--- config.mk ---
export PLATFORM = sky130hd
export DESIGN_NAME = arq_window_receiver
export DESIGN_NICKNAME = d
export VERILOG_FILES = /design/src/sv/arqrx_pkg.sv /design/src/sv/arq_window_receiver.sv /design/src/sv/arqrx_core.sv
export SDC_FILE = /design/constraint.sdc
export NUM_CORES = 1
export LEC_CHECK = 0
export BUFFER_PORTS_ARGS = -buffer_cell sky130_fd_sc_hd__buf_4
export CAP_MARGIN = 15
export CORE_MARGIN = 5
export CORE_UTILIZATION = 55
export DETAILED_ROUTE_END_ITERATION = 10
export GPL_TIMING_DRIVEN = 0
export PLACE_DENSITY = 0.87
export SETUP_SLACK_MARGIN = 0.3
export SYNTH_ARGS = -nofsm -noshare
export SYNTH_HDL_FRONTEND = slang
export SYNTH_HIERARCHICAL = 1
export SYNTH_SLANG_ARGS = --single-unit
export TNS_END_PERCENT = 10
--- constraint.sdc ---
create_clock -name clk -period 11.8 [get_ports clk]
set_clock_uncertainty 0.15 [all_clocks]
set_input_delay 1.18 -clock clk [delete_from_list [all_inputs] [get_ports clk]]
set_output_delay 1.18 -clock clk [all_outputs]
set_load 0.05 [all_outputs]
--- src/sv/arqrx_pkg.sv ---
// Shared types and constants for the ARQ window receiver.
`default_nettype none

package arqrx_pkg;

  localparam int FRAME_SEQ_W = 16;
  localparam int ACK_W       = 17;
  localparam int LIMIT_W     = 16;
  localparam int BASE_W      = 17;
  localparam int CFG_ADDR_W  = 1;
  localparam int CFG_DATA_W  = 16;
  localparam int IN_DATA_W   = 24;
  localparam int OUT_DATA_W  = 24;

  // Receiver modes
  localparam logic MODE_GBN = 1'b0;
  localparam logic MODE_SR  = 1'b1;

  // Configuration register indexes
  localparam logic [CFG_ADDR_W-1:0] CFG_MODE        = 1'd0;
  localparam logic [CFG_ADDR_W-1:0] CFG_FRAME_LIMIT = 1'd1;

  localparam logic [LIMIT_W-1:0] FRAME_LIMIT_RST = 16'd10;

  typedef struct packed {
    logic                   frame_present;
    logic                   is_data;
    logic [FRAME_SEQ_W-1:0] frame_seq;
  } item_t;

  typedef struct packed {
    logic signed [ACK_W-1:0] ack_seq;
    logic                    accepted;
    logic                    finished;
  } result_t;

  typedef struct packed {
    logic                mode;
    logic [LIMIT_W-1:0]  frame_limit;
  } cfg_t;

endpackage

`default_nettype wire

--- src/sv/arq_window_receiver.sv ---
// Top level of the ARQ window receiver: ports, config registers, input and output stages.
//
//  channel | dir | handshake            | payload
//  --------+-----+----------------------+---------------------------------------------
//  in_     | in  | in_tvalid/in_tready  | tdata: frame_present, frame_seq; tuser: is_data
//  out_    | out | out_tvalid/out_tready| tdata: ack_seq, accepted; tlast: finished
//  cfg_    | in  | cfg_we               | cfg_addr selects mode or frame_limit
//
// One word is taken every cycle unless a stalled output fills the input register; a
// result is offered once its word has passed through the input register and the
// combinational step has written the output register.
// The step is one pass through the sequence compare and the window bitmap AND.
// Reset is synchronous on rst_n low: all receiver state clears, mode returns to
// go-back-N and the frame limit to ten. A stalled output holds its word and the
// input register, and in_tready drops only while both are full.
// Words that produce no acknowledgement (after finishing) are dropped silently.
`default_nettype none

module arq_window_receiver #(
  parameter int WINDOW   = 4,
  parameter int SEQ_BITS = 16
) (
  input  wire logic                                clk,
  input  wire logic                                rst_n,
  // configuration write port
  input  wire logic                                cfg_we,
  input  wire logic [arqrx_pkg::CFG_ADDR_W-1:0]    cfg_addr,
  input  wire logic [arqrx_pkg::CFG_DATA_W-1:0]    cfg_wdata,
  // input words
  input  wire logic                                in_tvalid,
  output logic                                     in_tready,
  input  wire logic [arqrx_pkg::IN_DATA_W-1:0]     in_tdata,  // [0] frame_present, [16:1] frame_seq
  input  wire logic                                in_tuser,  // [0] is_data
  // result words
  output logic                                     out_tvalid,
  input  wire logic                                out_tready,
  output logic [arqrx_pkg::OUT_DATA_W-1:0]         out_tdata, // [16:0] ack_seq, [17] accepted
  output logic                                     out_tlast  // finished
);

  arqrx_pkg::cfg_t    cfg_r;
  logic               in_valid_r;
  arqrx_pkg::item_t   in_item_r;
  logic               out_valid_r;
  arqrx_pkg::result_t out_res_r;

  logic               advance;
  logic               fire;
  logic               res_valid;
  arqrx_pkg::result_t res;
  arqrx_pkg::item_t   in_item;

  // Hold the output word until taken; the step moves only when there is room.
  assign advance   = !out_valid_r || out_tready;
  assign fire      = in_valid_r && advance;
  assign in_tready = !in_valid_r || advance;

  assign in_item.frame_present = in_tdata[0];
  assign in_item.frame_seq     = in_tdata[16:1];
  assign in_item.is_data       = in_tuser;

  // Configuration registers
  always_ff @(posedge clk) begin
    if (!rst_n) begin
      cfg_r.mode        <= arqrx_pkg::MODE_GBN;
      cfg_r.frame_limit <= arqrx_pkg::FRAME_LIMIT_RST;
    end else if (cfg_we) begin
      case (cfg_addr)
        arqrx_pkg::CFG_MODE:        cfg_r.mode        <= cfg_wdata[0];
        arqrx_pkg::CFG_FRAME_LIMIT: cfg_r.frame_limit <= cfg_wdata;
        default: ;
      endcase
    end
  end

  // Input register
  always_ff @(posedge clk) begin
    if (!rst_n) begin
      in_valid_r <= 1'b0;
    end else if (in_tready) begin
      in_valid_r <= in_tvalid;
    end
  end

  always_ff @(posedge clk) begin
    if (in_tready && in_tvalid) begin
      in_item_r <= in_item;
    end
  end

  arqrx_core #(
    .WINDOW   (WINDOW),
    .SEQ_BITS (SEQ_BITS)
  ) u_core (
    .clk       (clk),
    .rst_n     (rst_n),
    .fire      (fire),
    .item      (in_item_r),
    .cfg       (cfg_r),
    .res_valid (res_valid),
    .res       (res)
  );

  // Output register; drop words that yield no acknowledgement
  always_ff @(posedge clk) begin
    if (!rst_n) begin
      out_valid_r <= 1'b0;
    end else if (advance) begin
      out_valid_r <= res_valid;
    end
  end

  always_ff @(posedge clk) begin
    if (advance && res_valid) begin
      out_res_r <= res;
    end
  end

  assign out_tvalid = out_valid_r;
  assign out_tdata  = {6'd0, out_res_r.accepted, out_res_r.ack_seq};
  assign out_tlast  = out_res_r.finished;

  a_out_stall_holds: assert property (@(posedge clk) disable iff (!rst_n)
    (out_tvalid && !out_tready) |=> (out_tvalid && $stable(out_tdata) && $stable(out_tlast)))
    else $error("stalled result word changed");

  a_in_ready_room: assert property (@(posedge clk) disable iff (!rst_n)
    !in_tready |-> (out_tvalid && !out_tready))
    else $error("input stalled while the output had room");

  a_out_from_step: assert property (@(posedge clk) disable iff (!rst_n)
    $rose(out_tvalid) |-> $past(fire))
    else $error("result word raised without a step");

endmodule

`default_nettype wire

--- src/sv/arqrx_core.sv ---
// Receiver state and combinational step logic for the ARQ window receiver.
`default_nettype none

module arqrx_core #(
  parameter int WINDOW   = 4,
  parameter int SEQ_BITS = 16
) (
  input  wire logic             clk,
  input  wire logic             rst_n,
  input  wire logic             fire,
  input  wire arqrx_pkg::item_t item,
  input  wire arqrx_pkg::cfg_t  cfg,
  output logic                  res_valid,
  output arqrx_pkg::result_t    res
);

  localparam int SEQ_W = (SEQ_BITS < arqrx_pkg::FRAME_SEQ_W) ? SEQ_BITS
                                                             : arqrx_pkg::FRAME_SEQ_W;
  localparam int OFF_W = (WINDOW > 1) ? $clog2(WINDOW) : 1;
  localparam int FW    = arqrx_pkg::FRAME_SEQ_W;
  localparam int BW    = arqrx_pkg::BASE_W;

  logic [SEQ_W-1:0]  expected_r, expected_nxt;
  logic [BW-1:0]     base_r, base_nxt;
  logic [WINDOW-1:0] map_r, map_nxt;
  logic [FW-1:0]     last_acc_r, last_acc_nxt;
  logic              done_r, done_nxt;

  logic [SEQ_W-1:0]  seq_w;
  logic [FW-1:0]     seq16;
  logic [BW-1:0]     seq17;
  logic [BW-1:0]     off17;
  logic [OFF_W-1:0]  off_idx;
  logic              in_win;
  logic [BW-1:0]     cnt_now;
  logic [BW-1:0]     cnt_after;
  logic [BW-1:0]     limit17;
  logic [WINDOW-1:0] map_set;
  logic              acc;
  logic signed [arqrx_pkg::ACK_W-1:0] ack;

  always_comb begin
    seq_w   = SEQ_W'(item.frame_seq);
    seq16   = FW'(seq_w);
    seq17   = {1'b0, seq16};
    off17   = seq17 - base_r;
    off_idx = off17[OFF_W-1:0];
    in_win  = (seq17 >= base_r) && (off17 < BW'(WINDOW));
    limit17 = {1'b0, cfg.frame_limit};
    cnt_now = (cfg.mode == arqrx_pkg::MODE_SR) ? base_r : BW'(expected_r);

    expected_nxt = expected_r;
    base_nxt     = base_r;
    map_nxt      = map_r;
    last_acc_nxt = last_acc_r;
    done_nxt     = done_r;
    acc          = 1'b0;
    ack          = '0;
    map_set      = map_r;
    res_valid    = 1'b0;
    cnt_after    = cnt_now;

    if (fire && !done_r) begin
      if (cnt_now >= limit17) begin
        // limit already reached: finish silently
        done_nxt = 1'b1;
      end else begin
        res_valid = 1'b1;
        if (cfg.mode == arqrx_pkg::MODE_GBN) begin
          if (item.frame_present && item.is_data && (seq_w == expected_r)) begin
            expected_nxt = expected_r + 1'b1;
            acc          = 1'b1;
            // ack the new count less one, so a wrap to zero acks -1
            ack          = $signed({1'b0, FW'(expected_nxt)} - 1'b1);
          end else if (item.frame_present && (seq_w < expected_r)) begin
            ack = $signed(seq17 - 1'b1);
          end else begin
            ack = $signed({1'b0, FW'(expected_r)} - 1'b1);
          end
          cnt_after = BW'(expected_nxt);
        end else begin
          if (item.frame_present && item.is_data && in_win && !map_r[off_idx]) begin
            map_set[off_idx] = 1'b1;
            last_acc_nxt     = seq16;
            acc              = 1'b1;
            ack              = $signed(seq17);
          end else if (item.frame_present && (seq17 <= base_r)) begin
            ack = $signed(seq17);
          end else begin
            ack = $signed({1'b0, last_acc_r});
          end
          // advance a whole window once every slot is filled
          if (&map_set) begin
            base_nxt = base_r + BW'(WINDOW);
            map_nxt  = '0;
          end else begin
            map_nxt  = map_set;
          end
          cnt_after = base_nxt;
        end
        done_nxt = (cnt_after >= limit17);
      end
    end

    res.ack_seq  = ack;
    res.accepted = acc;
    res.finished = done_nxt;
  end

  always_ff @(posedge clk) begin
    if (!rst_n) begin
      expected_r <= '0;
      base_r     <= '0;
      map_r      <= '0;
      last_acc_r <= '0;
      done_r     <= 1'b0;
    end else begin
      expected_r <= expected_nxt;
      base_r     <= base_nxt;
      map_r      <= map_nxt;
      last_acc_r <= last_acc_nxt;
      done_r     <= done_nxt;
    end
  end

  a_done_freezes: assert property (@(posedge clk) disable iff (!rst_n)
    done_r |=> done_r && $stable(expected_r) && $stable(base_r) && $stable(last_acc_r))
    else $error("receiver state moved after finishing");

  a_no_result_when_done: assert property (@(posedge clk) disable iff (!rst_n)
    res_valid |-> (fire && !done_r))
    else $error("result produced without a live word");

  a_map_never_full: assert property (@(posedge clk) disable iff (!rst_n)
    !(&map_r))
    else $error("bitmap held full instead of advancing the window");

  a_base_steps: assert property (@(posedge clk) disable iff (!rst_n)
    (base_r != $past(base_r)) |-> (map_r == '0))
    else $error("window advanced without clearing the bitmap");

endmodule

`default_nettype wire
==> results_dict.tcl <==
set metrics [dict create \
    initial_core_util 0.5550 \
    drc 0 \
    yosys_warnings 6 \
    synth_flop_cell "dfxtp_1" \
    setup_viol 0 \
    worst_pin_slew_ps 699.6 \
    final_hold_viol_count 0 \
    power_density_nw_per_um2 94.78 \
    cellLeakagePower_nw 3.588 \
    path_cells "clkbuf_1 -> inv_1 -> ha_1 -> and3_1 -> and3_1 -> a221oi_1 -> a211oi_1 -> nor3_1 -> a211o_1 -> o21a_2 -> buf_2 -> xor2_1 -> a21oi_1 -> ha_1 -> o21a_1 -> o21a_1 -> o21a_1 -> o21a_1 -> o21ai_0 -> a2111oi_0 -> nor3_1 -> o211ai_1 -> buf_4" \
    final_cell_mix "nand2_1 (99), dfxtp_1 (71), nor2_1 (69)" \
    syn2layout_area_growth_pct 12.24 \
    ctsHoldBuffers 0 \
    num_antenna_cells 0 \
    routabilityCongestion 1.031 \
    vias_per_cell 6.306 \
    synth_top_area_share 0.1704 \
    drive_above_1_share 0.1303 \
    avgSynthCellArea_um2 8.326 \
    cp_num_buf_inv 4 \
    path_class "reg2reg" \
    holdWs_ps 304.1 \
    cts_setup_buffers 0 \
    synth_area_leader_cell "dfxtp_1" \
    critPathMaxFanout 10 \
    die_x_um 133.2 \
    grtUsageTotal 0.2828 \
    hpwl_um 19980 \
    max_freq_mhz 174.9 \
    critical_path.top_delay_family "compound AO/OA/AOI/OAI gates" \
    peakVddDrop_uv 75.45 \
    drv_slew 0 \
    synthesis.area_um2 8343 \
    synth.yosys.seq_area_share 0.3035 \
    htree_levels 3 \
    grt_max_degree 21 \
    slowest_delay_ps 400 \
    ys_seq_elements 108 \
    end_kind "flip-flop" \
    cts_buffer_depth 2 \
    cts_resized 0 \
    fp.dieArea_um2 17730 \
    synth_edf_count 37 \
    path_clk_slew_ps 70 \
    critPathSlowestCell "a221oi_1" \
    coreArea_um2 15030 \
    num_io_pins 74 \
    dieHeight_um 133.2 \
    grt_pass1_vias 7654 \
    antenna_found_initial 0 \
    outcome "complete, no violations" \
    rows 45 \
    cap_violations 0 \
    period_share 0.4844 \
    setup_tns_ps 0 \
    cp.arrival_ps 5680 \
    cp_common_cell "o21a_1" \
    firstDrtPassIters 6 \
    ant_nets 0 \
    wl_per_cell_um 20.18 \
    portBuffers 57 \
    clkLatencyLatePin_ps 360 \
    ctsRootBufferMaster "clkbuf_16" \
    worstHoldPathType "reg2reg" \
    cts_tree "yes" \
    drt_iter0_markers 856 \
    cts_num_sinks 108 \
    nets 1190 \
    min_period_ps 5716 \
    totalWireLength_um 25620 \
    grt_pass1_wl_um 39810 \
    syn_inst 1002 \
    maxSlewHeadroom 0.5287 \
    numCtsBuffers 9 \
    yosys-top-cells-area "dfxtp_1 (17%), edfxtp_1 (13%), ha_1 (9.7%), xnor2_1 (5.9%), nand2_1 (4.5%)" \
    synth_cell_types 87 \
    crit_path_start_kind "flip-flop" \
    synthArstFlopShare 0 \
    mostFrequentLayoutCell "nand2_1" \
    required_ps 11770 \
    vias 8009 \
    overflow 0 \
    rsz0062_at_grt "false" \
]
registers in the layout, indices dropped and copies added, names as in the netlist:
signal,flops
u_core/base_r,15
cfg_r,17
u_core/expected_r,16
in_valid_r,1
out_tdata,18
in_item_r,18
u_core/map_r,4
u_core/last_acc_r,16
u_core/done_r,1
out_tlast,1
out_tvalid,1
synth_stat cells, types with 7 or more instances:
cell type,n
a21boi_0,7
nor2b_1,25
o21ai_0,45
a21o_1,10
nor2_1,69
ha_1,65
o21ai_2,8
or3_1,11
a211oi_1,15
nand4_1,33
o22ai_1,8
inv_1,59
a31oi_1,7
o21a_1,10
a21oi_1,46
dfxtp_1,71
nor4_1,10
clkbuf_1,28
nand3_1,31
edfxtp_1,37
nor3_1,29
nand2_1,99
xnor2_1,56
buf_2,17
and2_1,28
xor2_1,8
buf_4,10
and3_1,14
mux2i_1,37
kinds of logic (layout without fill, tap and decap cells):
logic type | count (synthesis) | in the layout | synth area share
AOI/OAI and AO/OA | 216 | 216 | 0.1744
adders and majority gates | 66 | 66 | 0.09988
DFF | 108 | 108 | 0.3035
xor gates and xnor gates | 64 | 64 | 0.06719
other | 1 | 6 | 0.0004495
muxes | 40 | 40 | 0.04979
buffers and inverters | 123 | 198 | 0.06598
and+or+nand+nor | 384 | 384 | 0.2388
final timing paths:
check	startpoint	end	slack [ps]	cells past startpoint
min reg2reg	cfg_r[15]	cfg_r[15]	300	2
max reg2reg	u_core/base_r[11]	out_tlast	6080	23
min	cfg_r[15]	cfg_r[15]	300	2
max	u_core/base_r[11]	out_tlast	6080	23
per-stage QoR:
step	power, mW	util	cell area [um^2]	setup slack, ps	std cells
final	0.8875	0.6229	9364	6084	1270
after global routing	0.9215	0.6229	9364	5774	1270
after CTS	0.8868	0.6229	9364	6191	1270
after detailed placement	0.5846	0.6027	9061	6254	1254
after global placement	0.5792	0.6003	9025	5736	1252
after floorplan	0.5309	-	8362	7010	1007
power breakdown:
part	internal (mW)	total (mW)	leakage (nW)	switching [mW]
Sequential	0.397	0.409	0.936	0.0115
Clock	0.155	0.307	0.146	0.152
Combinational	0.0648	0.172	2.51	0.107
worst reg2reg max path, delay by kind of cell, from the launching register on:
kind,cells,cell delay (ps)
fa+ha+maj,2,710
compound gates,12,2080
buf+inv,4,830
xor+xnor,1,280
simple gates,4,1120
flops,1,310
final cells by class:
class | instances | area (um^2)
clock buffers | 10 | 239.0
multi-input cells | 776 | 5285
well taps | 188 | 235.2
clock inverters | 6 | 63.81
plain buffers | 63 | 325.3
inverters | 60 | 225.2
fillers | 1280 | 5669
flip-flops and latches | 108 | 2532
repair buffers | 59 | 457.9
layer usage:
metal  vias to the layer above  track usage  routed length, um
met5                         -            0                  0
met4                         0       0.1291               1128
li1                       3741            -                  -
met1                      3766       0.3546              10180
met2                       405       0.4659              11980
met3                        97      0.06382               2336
(Power assumes the default switching activity.)
